File: config.mk
export PLATFORM = sky130hd
export DESIGN_NAME = dhs_ram
export DESIGN_NICKNAME = d
export VERILOG_FILES = /design/src/sv/dhs_ram.sv
export SDC_FILE = /design/constraint.sdc
export NUM_CORES = 1
export LEC_CHECK = 0
export BUFFER_PORTS_ARGS = -buffer_cell sky130_fd_sc_hd__buf_2
export CAP_MARGIN = 20
export CORE_MARGIN = 5
export CORE_UTILIZATION = 54
export CTS_CLUSTER_DIAMETER = 80
export DETAILED_ROUTE_END_ITERATION = 10
export PLACE_DENSITY = 0.83
export SETUP_SLACK_MARGIN = 0.2
export SYNTH_ARGS = -nofsm -noshare
export SYNTH_HDL_FRONTEND = slang
export SYNTH_SLANG_ARGS = --single-unit
File: constraint.sdc
create_clock -name clk -period 1.6 [get_ports clk]
set_clock_uncertainty 0.1 [all_clocks]
set_input_delay 0.16 -clock clk [delete_from_list [all_inputs] [get_ports clk]]
set_output_delay 0.16 -clock clk [all_outputs]
set_load 0.02 [all_outputs]
File: src/sv/dhs_ram.sv
// ----------------------------------------------------------------------------
// dhs_ram
// generic single write port, single read port ram with registered read
// ----------------------------------------------------------------------------
module dhs_ram #(
    parameter int WIDTH = 8,
    parameter int DEPTH = 16
) (
    input  logic                     clk,
    input  logic                     wr_en,
    input  logic [$clog2(DEPTH)-1:0] wr_addr,
    input  logic [WIDTH-1:0]         wr_data,
    input  logic [$clog2(DEPTH)-1:0] rd_addr,
    output logic [WIDTH-1:0]         rd_data
);

    logic [WIDTH-1:0] mem [DEPTH];
    logic [WIDTH-1:0] rd_data_reg;

    always_ff @(posedge clk)
    begin
        if (wr_en)
        begin
            mem[wr_addr] <= wr_data;
        end
        rd_data_reg <= mem[rd_addr];
    end

    assign rd_data = rd_data_reg;

endmodule

==> metrics.cfg <==
[placement]
placed_area_mm2=0.00559
gp_congestion=0.750
numPortBuffers=25
place_hpwl_um=6320

[global_route]
grt_max_degree=20
grt_use_total=0.198
grt_overflow_total=0
antenna_found_initial=0
grt_pass1_vias=2681
grt_pass1_wl_um=15700

[floorplanning]
die_w_um=108
dieArea_mm2=0.0116
initial_core_util=0.554
rows=35
dieHeight_um=108
pin_count=26
core_mm2=0.00928

[yosys]
ys_seq_area_frac=0.778
synth_top_family_by_area=multiplexers
ys.warnings.count=0
yosysMostFrequentCell=edfxtp_1
netlist_area_mm2=0.00515
muxShareOfSynthArea=0.150
yosysTopAreaCell=edfxtp_1
ys_ff_latch=136
synthTopCellsByCount=edfxtp_1, mux4_2, a22oi_1, mux4_1, nor2_1
synth_flop_cell=edfxtp_1
synth_top_cell_area_share=0.747
synth_xor_area_frac=0
synth_compound_area_frac=0.0233
synth-simple-area-share=0.0318
synth_fa_ha_area_frac=0
synth_cell_types=19
syn-instance-count=229
synth_edf_count=128
ys_top_cells_by_area=edfxtp_1, mux4_2, mux4_1, dfxtp_1, a22oi_1
synthArstFlopShare=0
synth_nets=247
postSynthAreaPerCell_um2=22.5

[timing]
drv_slew=0
holdWs_ns=0.123
rsz0062_at_grt=true
fin_crit_ns=1.39
relSlewSlack=0.660
max_clock_freq_ghz=0.720
finalSetupViolations=0
min_period_over_period=0.868
worst_pin_slew_ns=0.510
hold_violations=0

[finish]
n_antenna_cell=0
n_fill_cell=592
fin_nets=312
largest_reg_flops=128
drive_gt1_frac=0.384
final_area_mm2=0.00622
synthToLayoutAreaGrowth_pct=20.9

[job]
cap_violations=0

[power_and_ir_drop]
power.total_mw=8.03
power_density_mw_per_mm2=1290
p_leak_nw=2.10
max-vdd-ir-drop_v=0.000982

[critical_path]
cp-start-kind=flip-flop
path_buf_inv=0
critPathKind=flip-flop to flip-flop
crit_arrival_ns=1.69
required_ns=1.90
cp_slowest_cell=mux4_2
critical_path.top_delay_family=multiplexers
cp-end-kind=flip-flop
path_cells=mux4_2, a22oi_2, nand2_1
crit_path_max_fanout=1
worst_path_largest_cell_delay_ns=0.50

[routing]
drt_drc_violations_left=0
totalWireLength_um=10400
drt_iter0_drc=355
routedWlPerCell_um=23.8
ant_nets=0
via_count=2520
drt_first_pass_iters=5
routed_via_density=5.78

[clock_tree]
clkSinkCount=136
cts-buffers-inserted=17
htreeDepth=4
cts_tree=done
clk_pin_slew_worst_paths_ns=0.06
clk_latency_ns=0.52
cts_buffer_depth=2
cts_root_buffer=clkbuf_8

[worst_hold_path]
hold_class=input port to flip-flop

[run_status]
status=finished, final reports clean

## cell usage in the layout, fill, tap and decap left out, types with 3 or more instances in the layout
cell	n
nand2_1	9
clkbuf_16	16
nor3_2	3
buf_4	19
dfxtp_1	8
buf_12	4
nor2_1	13
clkinv_2	5
clkinv_4	3
a22oi_1	7
edfxtp_1	128
buf_2	25
dlygate4sd3_1	8
mux4_2	28
mux4_1	4
a22oi_2	9
## power by group
| part | internal, mW | leakage (nW) | switching (mW) | total, mW |
|---|---|---|---|---|
| clock | 2.19 | 0.269 | 1.38 | 3.57 |
| sequential | 3.98 | 1.22 | 0.0331 | 4.02 |
| combinational | 0.197 | 0.608 | 0.247 | 0.444 |
## cells by family after synthesis
group           count (synthesis)
flops                         136
simple gates                   35
compound gates                 16
mux                            32
buf+inv                        10
## stage by stage
| stage | utilization | setup slack, ns | setup TNS (ns) | instances |
|---|---|---|---|---|
| 4_1_cts | 0.670 | 0.174 | 0 | 436 |
| 6_report | 0.670 | 0.211 | 0 | 436 |
| 3_3_place_gp | 0.602 | -0.0675 | -0.185 | 396 |
| 3_5_place_dp | 0.602 | -0.116 | -0.340 | 396 |
| 5_1_grt | 0.670 | 0.182 | 0 | 436 |
| 2_1_floorplan | - | 0.0739 | 0 | 229 |
## worst reg2reg max path, cell delays in order (launching register included)
cell	delay, ns
edfxtp_1	0.42
mux4_2	0.50
a22oi_2	0.18
nand2_1	0.08
## area by class of cell
type	count	area (um^2)	area share
flip-flops and latches	136	4000	0.643
well taps	129	161	0.0259
clock buffers	18	418	0.0671
clock inverters	14	134	0.0215
repair buffers	56	428	0.0687
multi-input cells	83	1080	0.173
## repair_timing
action | 4_1_cts | 5_1_grt
endpoints found under the setup margin | 7 | 6
hold buffers | 8 | 0
endpoints found under the hold margin | 128 | 0
resized for setup | 7 | 12
buffers inserted | 0 | 0
pin swaps | 3 | 4
## per-layer routing
metal / vias up / track usage / wire, um
li1: 1095 / - / -
met3: 16 / 0.0570 / 658
met5: - / 0 / 0
met2: 106 / 0.313 / 5430
met4: 0 / 0.0938 / 255
met1: 1303 / 0.254 / 4020
## worst paths after layout
kind	start	end	slack, ns	cells past startpoint
worst max-delay path	mem[10][3]	rd_data[3]	0.21	3
worst min-delay path	wr_addr[0]	mem[4][3]	0.12	3
worst max register to register	mem[10][3]	rd_data[3]	0.21	3
worst min register to register	mem[8][1]	rd_data[1]	0.58	3
No activity file was read; power rests on OpenSTA's default activity.
