## src/sv/dhs_pkg.sv

```systemverilog
// ----------------------------------------------------------------------------
// dhs_pkg
// shared types and constants of the double hashed open addressing key set
// ----------------------------------------------------------------------------
package dhs_pkg;

    localparam int KEY_W  = 64;
    localparam int LEN_W  = 4;
    localparam int CHAR_W = 8;
    localparam int MULT_W = 8;

    localparam logic [1:0] MODE_INSERT = 2'd0;
    localparam logic [1:0] MODE_DELETE = 2'd1;
    localparam logic [1:0] MODE_QUERY  = 2'd2;
    localparam logic [1:0] MODE_UNUSED = 2'd3;

    localparam logic CFG_FIRST_MULT  = 1'b0;
    localparam logic CFG_SECOND_MULT = 1'b1;

    localparam logic [MULT_W-1:0] FIRST_MULT_RESET  = 8'd3;
    localparam logic [MULT_W-1:0] SECOND_MULT_RESET = 8'd5;

    typedef struct packed {
        logic              tomb;
        logic              used;
        logic [LEN_W-1:0]  len;
        logic [KEY_W-1:0]  key;
    } entry_t;

    typedef struct packed {
        logic              start;
        logic [LEN_W-1:0]  len;
        logic [KEY_W-1:0]  key;
    } hash_req_t;

endpackage

```

## src/sv/dhs_hash.sv

```systemverilog
// ----------------------------------------------------------------------------
// dhs_hash
// iterative polynomial hash unit, one character per cycle, both hashes at once
// ----------------------------------------------------------------------------
module dhs_hash #(
    parameter int IW = 10
) (
    input  logic                        clk,
    input  logic                        rst_n,
    input  dhs_pkg::hash_req_t          req,
    input  logic [IW-1:0]               mask,
    input  logic [dhs_pkg::MULT_W-1:0]  m1,
    input  logic [dhs_pkg::MULT_W-1:0]  m2,
    output logic                        done,
    output logic [IW-1:0]               h1,
    output logic [IW-1:0]               h2
);

    localparam int PW = IW + dhs_pkg::MULT_W + 1;

    logic                         run_reg, run_next;
    logic                         done_reg, done_next;
    logic [dhs_pkg::LEN_W-1:0]    cnt_reg, cnt_next;
    logic [dhs_pkg::LEN_W-1:0]    len_reg, len_next;
    logic [dhs_pkg::KEY_W-1:0]    key_reg, key_next;
    logic [IW-1:0]                g1_reg, g1_next;
    logic [IW-1:0]                g2_reg, g2_next;
    logic [dhs_pkg::CHAR_W-1:0]   c;
    logic [PW-1:0]                p1, p2;
    logic                         last;

    assign c    = key_reg[dhs_pkg::CHAR_W-1:0];
    assign p1   = PW'(g1_reg) * PW'(m1) + PW'(c);
    assign p2   = PW'(g2_reg) * PW'(m2) + PW'(c);
    assign last = (cnt_reg + 4'd1) == len_reg;

    always_comb
    begin
        run_next  = run_reg;
        done_next = 1'b0;
        cnt_next  = cnt_reg;
        len_next  = len_reg;
        key_next  = key_reg;
        g1_next   = g1_reg;
        g2_next   = g2_reg;
        if (req.start)
        begin
            run_next = 1'b1;
            cnt_next = '0;
            len_next = req.len;
            key_next = req.key;
            g1_next  = '0;
            g2_next  = '0;
        end
        else if (run_reg)
        begin
            g1_next  = p1[IW-1:0] & mask;
            g2_next  = p2[IW-1:0] & mask;
            key_next = key_reg >> dhs_pkg::CHAR_W;
            cnt_next = cnt_reg + 4'd1;
            if (last)
            begin
                run_next  = 1'b0;
                done_next = 1'b1;
            end
        end
    end

    always_ff @(posedge clk or negedge rst_n)
    begin
        if (!rst_n)
        begin
            run_reg  <= 1'b0;
            done_reg <= 1'b0;
            cnt_reg  <= '0;
        end
        else
        begin
            run_reg  <= run_next;
            done_reg <= done_next;
            cnt_reg  <= cnt_next;
        end
    end

    always_ff @(posedge clk)
    begin
        len_reg <= len_next;
        key_reg <= key_next;
        g1_reg  <= g1_next;
        g2_reg  <= g2_next;
    end

    assign done = done_reg;
    assign h1   = g1_reg;
    assign h2   = {g2_reg[IW-2:0], 1'b1} & mask;

endmodule

```

## config.mk

```make
export PLATFORM = sky130hd
export DESIGN_NAME = dhs_hash
export DESIGN_NICKNAME = d
export VERILOG_FILES = /design/src/sv/dhs_pkg.sv /design/src/sv/dhs_hash.sv
export SDC_FILE = /design/constraint.sdc
export NUM_CORES = 1
export LEC_CHECK = 0
export ABC_AREA = 1
export BUFFER_PORTS_ARGS = -buffer_cell sky130_fd_sc_hd__buf_2
export CAP_MARGIN = 5
export CORE_MARGIN = 4
export CORE_UTILIZATION = 34
export CTS_CLUSTER_SIZE = 12
export DETAILED_ROUTE_END_ITERATION = 8
export RECOVER_POWER = 100
export SYNTH_ARGS = -nofsm -noshare
export SYNTH_HDL_FRONTEND = slang
export SYNTH_SLANG_ARGS = --single-unit
export TNS_END_PERCENT = 20
```

## constraint.sdc

```tcl
create_clock -name clk -period 8.7 [get_ports clk]
set_input_delay 0.435 -clock clk [delete_from_list [all_inputs] [get_ports clk]]
set_output_delay 0.435 -clock clk [all_outputs]
set_load 0.05 [all_outputs]
```

==> run summary, run 1 <==
The run finished, with violations left. The checks that failed: capacitance limit, slew limit. The total area of multi-input combinational cells came out at about 3600 um2. The overall die height came out at about 150 um. STA classifies the critical path endpoint as a flip-flop. The leakage power is 4.45 nW.

The class of the tightest hold or removal check is primary input to flip-flop. The final non-filler cell total came out at 1235. The required time at the endpoint of the critical path is 8580 ps.

The clock drives between 90 and 100 sinks. For this design the top-level I/O count stands at 118. The worst pin sits at a relative slew slack of -1.20. The number of antenna diodes in the final layout is 0. The effective utilization at floorplan is 0.348.

The quantity of I/O buffers inserted on ports is roughly 120. Dividing the detail-routed wire length by the instance count gives between 10 and 15 um. The final standard cell area without fillers came out at a little over 8000 um2. Yosys printed 0 warnings.

The arrival time at the worst endpoint is around 5500 ps. The core area came out at roughly 20000 um2. The worst clock skew came out at around 5.7 ps. The count of flip-flops with a built-in enable after synthesis came out at between 60 and 70.

The residual DRC count is 0. The CTS tree is yes. The placed standard-cell area is 7850 um2.

The clock-pin transition on the worst setup and hold timing paths came out at ~70 ps. The area enclosed by the die boundary is roughly 23000 um2. The clock passes through at most 2 buffers.

The number of global-route vias before repair was between 5k and 6k. The worst-case IR drop observed on VDD is 0.102 mV. After detailed routing, the total wire length is ~16 mm. STA classifies the critical path startpoint as a primary input. The dominant synthesized flop cell is edfxtp_1. The number of instances in the synthesized netlist is 859. Setup total negative slack on the finished layout was measured at 0 ps. At the end of the flow, the number of nets in the layout was approximately 1.2k. The mapped netlist covers just over 7000 um2.

The met1 usage came out at 0.184. The met2 global-route usage is 0.233. The footprint of the flip-flops and latches is roughly 2600 um2. The first TritonRoute pass finished after 4 iterations. The number of rows created at floorplan is 52. By instance count, the leading cell after synthesis is nand2_1. The cell count after placement is 1218.

The part of the cycle the worst path needs is 0.644. The register with the most flip-flops in the layout has 64 of them. The transition time at the pin with the least slew margin came out at around 3300 ps.

At the end of routability-driven placement, the weighted congestion stood at around 0.83. The relative area change from synthesis to final layout came out at 13.9%. The number of cells upsized or downsized after cts came out at 0. The count of different cell masters after synthesis came out at 35.

In this run, the number of DRC markers left after iteration 0 of detailed routing was around 260. Of the cells placed in the final design, the portion with a size suffix greater than 1 is 0.142. By count the netlist is led by nand2_1 (345), inv_1 (180), edfxtp_1 (68). The critical path in this run is classified as primary input to flip-flop. The sequential cell area fraction in the yosys report came out at 0.362. The pin count of the biggest net entering global routing came out at 72. The number of H-tree branching levels is 3. The number of nets in the synthesized netlist is ~1.1k. The minimum clock period after layout came out at 5600 ps. The number of fillers in the final layout is 2120. The detailed-route via count is around 5.5k. The global routing's busiest layer is met2. The routed via count divided by cell count is 4.42.

The final-report hold violation count is 0. Setup repair after global routing left no endpoint under its margin. After synthesis, the cell types taking the most area are edfxtp_1 (29%), nand2_1 (18%), fa_1 (16%). The power per standard cell area is approximately 230 nW/um2. The remaining number of nets flagged by the antenna check after routing is 0. For this run, the share of the core covered by cells in the final layout is 0.396. The highest fanout seen on the critical path is between 70 and 80. For met3 alone, demand over resource in global routing was 0.0463. The number of antenna violations at the first check in global routing is 2.

The number of slew-limit violations in the final report came out at around 130. The die width is about 150 um. The worst slack on hold paths came out at approximately 270 ps.

The area share of the largest cell type after synthesis is 0.287. Timing would allow up to between 150 and 200 MHz. The remaining global-route overflow is 0.

The cell sitting at the root of the clock tree is a clkbuf_16. The first global-routing pass estimated ~27 mm of wire. TritonCTS created 9 clock buffers. The clock network latency to the later pin of the worst-skew pair came out at between 300 and 400 ps. Setup violations remaining at the end of the flow were counted as 0. The cell type with the highest aggregate area in the netlist is edfxtp_1. The number of max-cap violations came out at 2.

The share of synthesized registers carrying an async set or reset is 0.0645. Across every metal layer, demand over resource in global routing totals 0.142. Counting flops and latches in the post-synthesis netlist gives slightly above 90. The synthesized area per cell is around 8.3 um2.

The detailed placement HPWL is between 10 and 15 mm.
power breakdown:
group	switching [mW]	internal, mW
registers	0.0746	0.567
clock network	0.179	0.196
logic	0.527	0.315
cells in the final DEF, fill, tap and decap left out, types with 3 or more instances in the layout:
| master | count |
|---|---|
| a32o_1 | 10 |
| buf_2 | 95 |
| nor2_1 | 11 |
| nand2_2 | 11 |
| dfrtp_1 | 6 |
| clkbuf_1 | 27 |
| inv_2 | 6 |
| a21oi_1 | 6 |
| clkbuf_16 | 9 |
| fa_1 | 56 |
| xor2_1 | 10 |
| xnor2_1 | 5 |
| nand2_4 | 3 |
| ha_1 | 39 |
| edfxtp_1 | 68 |
| clkinvlp_4 | 3 |
| nand3_1 | 26 |
| dfxtp_1 | 19 |
| nand2_1 | 345 |
| inv_1 | 179 |
| o21ai_0 | 9 |
critical path, cell delays in order:
cell	delay [ps]
buf_2	70
clkbuf_1	2100
nor2_1	150
inv_1	300
clkbuf_1	2340
worst paths after layout:
kind	from	to	slack (ps)	depth (start not counted)
worst max-delay path	req[68]	key_reg[6]	3100	5
worst min-delay path	req[65]	len_reg[1]	270	1
worst max register to register	h1[3]	h1[9]	4560	16
worst min register to register	g2_reg[8]	g2_reg[8]	480	2
max in group asynchronous	rst_n	run_reg	7900	2
min in group asynchronous	rst_n	cnt_reg[2]	550	2
through the flow:
stage	worst slack (ps)	power, mW
2_1_floorplan	4600	1.30
3_5_place_dp	4480	1.50
3_3_place_gp	4560	1.48
5_1_grt	2540	2.05
4_1_cts	4600	1.89
6_report	3100	1.86
layer usage:
metal  wire length (um)  part of all wire
met5                 16           0.00098
met4                286             0.018
met3               1350             0.083
met2               7540              0.46
met1               7100              0.44
area by class of cell:
| type | instances | area share |
|---|---|---|
| Sequential cell | 93 | 0.318 |
| Timing Repair Buffer | 123 | 0.0730 |
| Tap cell | 270 | 0.0417 |
| Inverter | 186 | 0.0863 |
| Clock buffer | 10 | 0.0283 |
| Clock inverter | 6 | 0.00572 |
| Multi-Input combinational cell | 547 | 0.447 |
kinds of logic (layout without fill, tap and decap cells):
logic type               count (synthesis)  after routing  synth area share
adder cells (fa/ha/maj)                 95             95             0.226
buffers and inverters                  219            325             0.129
flip-flops                              93             93             0.362
AO/OA/AOI/OAI                           29             29            0.0287
AND/OR/NAND/NOR                        406            406             0.231
XOR/XNOR                                17             17            0.0231
timing repair:
item | CTS | global route
hold endpoints to repair | 6 | 0
setup buffers | 0 | 0
hold buffers | 1 | 0
No activity file was read; power rests on OpenSTA's default activity.
==> inputs of run 2 (changes only) <==
==> constraint.sdc (replaced) <==
create_clock -name clk -period 5.8 [get_ports clk]
set_input_delay 0.29 -clock clk [delete_from_list [all_inputs] [get_ports clk]]
set_output_delay 0.29 -clock clk [all_outputs]
set_load 0.05 [all_outputs]
==> run 2 against run 1 <==
Effect of this change:
- the run still ends with capacitance limit, slew limit left
- clock skew grew 1.1 ps
- combinational power grew 50%
- wire length grew 1.2%
- clock power grew 79%
- non-clock buffer count is the same
- critical endpoint is now h1[9]
- largest power group unchanged
- clock-buffer cell count grew 1
- cell count grew 0.16%
- final area grew 0.90%
- critical path type is now flip-flop to flip-flop
==> run summary, run 2 (synthesis gave the netlist of run 1 again) <==
The total iterations of the first detailed-routing run is 4. The core area came out at approximately 20000 um2. The violation count after the first detailed-routing iteration is roughly 380. The post-detailed-routing wire length is roughly 16 mm.

The first global-routing pass estimated 27.4 mm of wire. The final-report hold violation count is 0. For this configuration, the core starts out at a cell density of 0.348.

In the routed design, unresolved DRC markers number 0. The minimum clock period after layout came out at around 4000 ps. The highest fanout seen on the critical path came out at 8.

After layout, the design draws a total of 2.89 mW. The worst clock skew is 6.76 ps. The quantity of I/O buffers inserted on ports came out at 117. The worst hold path belongs to the class primary input to flip-flop. The die is approximately 150 um wide. The worst reg-to-reg path cell count came out at 18.

Leaving out fill and tap cells, the most frequent cell in the layout is nand2_1. Clock-pin slew was measured on the worst setup and hold paths at 70 ps. The analysis attributes to cell leakage a power of roughly 4.5 nW. The register-to-register setup slack came out at 1750 ps. Across every metal layer, demand over resource in global routing totals 0.144.

The transition time at the pin with the least slew margin is approximately 2600 ps. The endpoint of the worst register-to-register path is h1[9]. The cell count after placement came out at around 1.2k. The number of global-route vias before repair is approximately 5.6k. The final reports fail on capacitance limit, slew limit. Setup repair after global routing left no endpoint under its margin. The remaining global-route overflow came out at 0. The number of sinks handled by clock tree synthesis is between 90 and 100. The worst reg2reg path startpoint is h1[5].

The later pin in the worst-skew pair is clocked with a latency of roughly 340 ps. The number of slew-limit violations in the final report came out at 49. The relative area change from synthesis to final layout came out at 14.9%. The number of flip-flops in the largest register is 64. The type of destination of the critical path is a flip-flop. The number of max-cap violations came out at 1. In the final design database the tool counted roughly 1.2k nets. The placed standard-cell area came out at 7850 um2.

Clock tree synthesis inserted a total of 9 buffers. The count of nets left with antenna violations once routing finished came out at 0. In the final routed layout, each cell accounts on average for ~13 um. The hold path depth came out at 1. Routability-driven placement finished with a final weighted congestion of between 0.8 and 0.9. Timing would allow up to ~250 MHz. Of the cells placed in the final design, the portion with a size suffix greater than 1 is 0.144. The start-to-end type of the worst setup path is flip-flop to flip-flop. The power per standard cell area is roughly 350 nW/um2.

The total negative slack is 0 ps. The worst-case hold path end point is len_reg[0]. The overall die height is around 150 um. The arrival time at the worst endpoint is 4330 ps.

After routing the design area is ~8000 um2. Of the available clock period, the critical path in the final layout requires 0.698. The number of antenna violations at the first check in global routing is 4. The required time at the endpoint of the critical path is 6090 ps. The buffers inserted during post-CTS setup optimization is 0.

The detailed placement HPWL is 12.8 mm. The final non-filler cell total is around 1.2k. The routed via count divided by cell count came out at between 4 and 5. The beginning of the worst hold path is req[64]. The area enclosed by the die boundary is between 20000 and 25000 um2.

The number of setup violations in the final report came out at 0. The clock passes through at most 2 buffers. The worst setup path is launched from a flip-flop. The relative max-transition margin is -0.745. Clock tree synthesis selected as its root buffer the cell clkbuf_16. between 100 and 150 I/O pins were placed.

The H-tree was split into 3 levels. The detailed-route via count is roughly 5.5k. The number of rows created at floorplan came out at between 50 and 60.

In the layout the commonest cells are nand2_1 (346), inv_1 (179), buf_2 (95). The pin count of the biggest net entering global routing is slightly above 70. The worst ir drop on vdd came out at between 0.15 and 0.2 mV. The run finished, with violations left. Fill cells in the final layout number 2105. The CTS tree is yes.

The final standard cell utilization of the core is 0.400.
-- run 2: cell type report --
class	instances	area, um2	area share
antenna	2	5.00	0.000613
clock buffer	11	253	0.0310
clock inverter	5	88.8	0.0109
inverter	186	698	0.0855
multi-input combinational	547	3620	0.443
sequential	93	2570	0.315
tap	270	338	0.0414
timing repair buffer	123	594	0.0728
-- run 2: worst max-delay path, cell delays in order, from the launching register on --
cell and delay, ps:
dfxtp_1 500, nand2_1 120, fa_1 510, inv_1 50, fa_1 490, inv_1 50, fa_1 460, fa_1 540
inv_1 40, ha_1 330, a21oi_1 150, o21ai_0 120, nand2_1 90, nand2_1 60, a21oi_1 210, inv_1 70
nand3_1 80, nand3_1 70, nand2_1 60
-- run 2: worst max-delay path by stage --
stage | start | endpoint | slack (ps) | cells after the start
after CTS | h1[5] | h1[9] | 1740 | 18
after floorplan | h1[5] | h1[9] | 1700 | 18
after detailed placement | h1[5] | h1[9] | 1750 | 18
after global placement | m1[1] | h1[9] | 1770 | 19
final | h1[5] | h1[9] | 1750 | 18
after global routing | h1[5] | h1[9] | 1450 | 18
-- run 2: layer usage --
layer	global-route usage	vias up	share of wire
met3	0.0398	14	0.065
met5	0	-	0.0019
met2	0.242	128	0.48
met1	0.188	2557	0.45
met4	0.0280	6	0.0073
li1	-	2774	-
-- run 2: timing repair --
| item | in CTS | in global routing |
|---|---|---|
| gates resized for setup | 0 | 0 |
| hold endpoints to repair | 6 | 0 |
| hold buffers | 1 | 0 |
-- run 2: stage by stage --
stage / hold WS (ps) / setup slack, ps
6_report: 121 / 1750
5_1_grt: 97.3 / 1450
4_1_cts: 105 / 1740
3_5_place_dp: 127 / 1750
3_3_place_gp: 123 / 1770
2_1_floorplan: -5.59 / 1700
-- run 2: report_power, final --
part	switching (mW)	leakage [nW]	internal, mW
Sequential	0.105	0.978	0.850
Combinational	0.795	3.35	0.465
Clock	0.264	0.168	0.407
==> inputs of run 3 (changes only) <==
==> constraint.sdc (replaced) <==
create_clock -name clk -period 3.3 [get_ports clk]
set_input_delay 0.165 -clock clk [delete_from_list [all_inputs] [get_ports clk]]
set_output_delay 0.165 -clock clk [all_outputs]
set_load 0.05 [all_outputs]
==> run 3 against run 2 <==
Effect of this change:
- the run ends with capacitance limit, slew limit, setup timing left
- fmax grew 12%
- wire length grew 6.4%
- sequential cell count is the same
- critical path type unchanged
- global-route usage grew 0.84 points
- largest cell class unchanged
==> run summary, run 3 (synthesis gave the netlist of run 1 again) <==
The run finished, with violations left. The final reports fail on capacitance limit, slew limit, setup timing. At the end of routability-driven placement, the weighted congestion stood at roughly 0.85.

The worst setup timing slack at the placement stage is -426 ps. The relative max-transition margin came out at -0.747. Power spread over the standard cell area amounts to around 650 nW/um2. The core area came out at 20400 um2.

The leakage power came out at a little under 5 nW. The number of H-tree branching levels is 3. After the last flow step, the layout net total stands at ~1.2k. The remaining global-route overflow came out at 0. The pin count of the biggest net entering global routing is 66.

The number of setup violations in the final report is 8. The number of max-cap violations is 1. Dividing the final minimum period by the clock period gives 1.09. Using the TritonRoute via totals, the vias-per-cell ratio works out to about 4.4. Before antenna repair, the detailed router went through 4 iterations. The number of sinks handled by clock tree synthesis came out at 93. Clock-pin slew was measured on the worst setup and hold paths at roughly 80 ps. The overall die height is 153 um. The worst reg-to-reg path cell count is 16. The endpoint of the worst register-to-register path is g2_reg[8].

The path with the worst hold slack has its endpoint at key_reg[57]. The residual DRC count came out at 0. The number of global-route vias before repair is 5712. The first-pass GRT wire length is ~28 mm. The arrival time at the worst endpoint is about 3900 ps. The worst clock skew is a little under 7 ps. Buffers inserted during clock tree synthesis total 9. The clock tree root buffer cell is clkbuf_16. The final-report hold violation count is 0. The hold path depth is 3. STA classifies the critical path endpoint as a flip-flop. The detailed-route via count came out at approximately 5.7k.

The critical path is of the flip-flop to flip-flop type. Setup slack on the critical path of the routed design comes to -308 ps. The number of rows created at floorplan is 52. The violation count after the first detailed-routing iteration came out at slightly above 300. Setup repair after global routing could not meet its margin everywhere.

The number of antenna violations at the first check in global routing came out at 3. The die covers 23300 um2. The clock network latency to the later pin of the worst-skew pair came out at about 350 ps.

The clock tree buffer depth is 2. The die width came out at 153 um. The area growth from synthesis to layout is 26.4%.

Of the cells placed in the final design, the portion with a size suffix greater than 1 is 0.275. Input and output buffers added on the ports amount to between 100 and 150. The detailed placement HPWL came out at between 10 and 15 mm.

The worst reg2reg path startpoint is g2_reg[1]. The register with the most flip-flops in the layout has 64 of them. The remaining number of nets flagged by the antenna check after routing is 0. At the pin with the least slew margin, the transition time is approximately 2600 ps. Timing would allow up to roughly 280 MHz.

The top cell types in the final layout, fill and taps aside, are nand2_1 (327), inv_1 (165), buf_2 (94). The wire length per cell is 13.4 um. The category of the worst setup path launch point is a flip-flop. The highest fanout seen on the critical path is 4. The required time at the endpoint of the critical path is 3550 ps. The total I/O pin count is ~120. Leaving out fill and tap cells, the most frequent cell in the layout is nand2_1. The worst ir drop on vdd is 0.285 mV.

The register-to-register setup slack came out at -310 ps. For this configuration, the core starts out at a cell density of 0.348. In the global route stage, overall resource usage came out at 0.152.

The class of the tightest hold or removal check is primary input to flip-flop. The worst path in the final design needs a cycle of 3610 ps, including I/O delays and setup. Measured on the finished design, the core utilization comes to 0.440.

The final layout contains routed wiring with a total length of 17.5 mm. The number of slew-limit violations in the final report is 66. The startpoint identified for the worst hold timing path is req[57]. TritonCTS built the clock tree.
run 3: cell count changes in the layout (fill, tap and decap cells not counted), sizes merged:
cell         before  now
bufinv            2    0
clkinv            2    5
clkinvlp          0    1
dlygate4sd3       1    5
buf              97  162
run 3: worst max-delay path by stage:
stage                end  cells after the start       start
6_report       g2_reg[8]                     16   g2_reg[1]
5_1_grt        g2_reg[8]                     16   g2_reg[5]
4_1_cts            h1[9]                     18  key_reg[6]
3_5_place_dp       h1[9]                     17  key_reg[6]
3_3_place_gp   g2_reg[8]                     18  key_reg[6]
2_1_floorplan      h1[9]                     17       h1[6]
run 3: layer usage:
| metal | GRT usage | vias to the layer above | part of all wire |
|---|---|---|---|
| li1 | - | 2914 | - |
| met1 | 0.197 | 2574 | 0.44 |
| met2 | 0.250 | 166 | 0.47 |
| met3 | 0.0426 | 36 | 0.071 |
| met4 | 0.0467 | 6 | 0.023 |
| met5 | 0 | - | 0.0019 |
run 3: critical path, stage by stage (launching register included):
cell and delay (ps):
dfxtp_4 370, nand2_2 50, fa_1 570, fa_1 440
fa_1 500, fa_1 540, inv_2 50, ha_4 270
inv_4 40, nor3_4 160, nand2_1 80, nand3_2 80
nand3_2 80, nand2_2 80, nand3_1 70, nand3b_1 80
nand2_1 50
run 3: area by class of cell:
| type | instances | area (um2) |
|---|---|---|
| sequential | 93 | 2620 |
| fill | 2065 | 11400 |
| clock inverter | 7 | 80.1 |
| timing repair buffer | 194 | 1140 |
| antenna | 2 | 5.00 |
| inverter | 186 | 701 |
| multi-input combinational | 547 | 3880 |
| tap | 270 | 338 |
| clock buffer | 9 | 225 |
run 3: repair_timing:
| item | CTS | global route |
|---|---|---|
| setup buffers | 1 | 2 |
| setup endpoints to repair | 11 | 11 |
| gates resized for setup | 28 | 39 |
| pin swaps | 17 | 27 |
| endpoints found under the hold margin | 10 | 0 |
| hold buffers | 5 | 0 |
run 3: through the flow:
stage               cell area (um2)  total power, mW  hold WS, ps  setup TNS, ps  instances
detailed placement             8440             4.48        -1.91          -2610       1282
global placement               8440             4.37        -3.63          -1870       1282
CTS                            8900             5.69         44.5          -1430       1304
global route                   8980             6.40         65.4          -2960       1306
finish                         8980             5.88         59.5          -1420       1308
floorplan                      7220             3.55         -131           -867        859
run 3: report_power, final:
| group | internal, mW | switching, mW |
|---|---|---|
| combinational | 1.35 | 1.82 |
| sequential | 1.51 | 0.134 |
| clock | 0.538 | 0.531 |
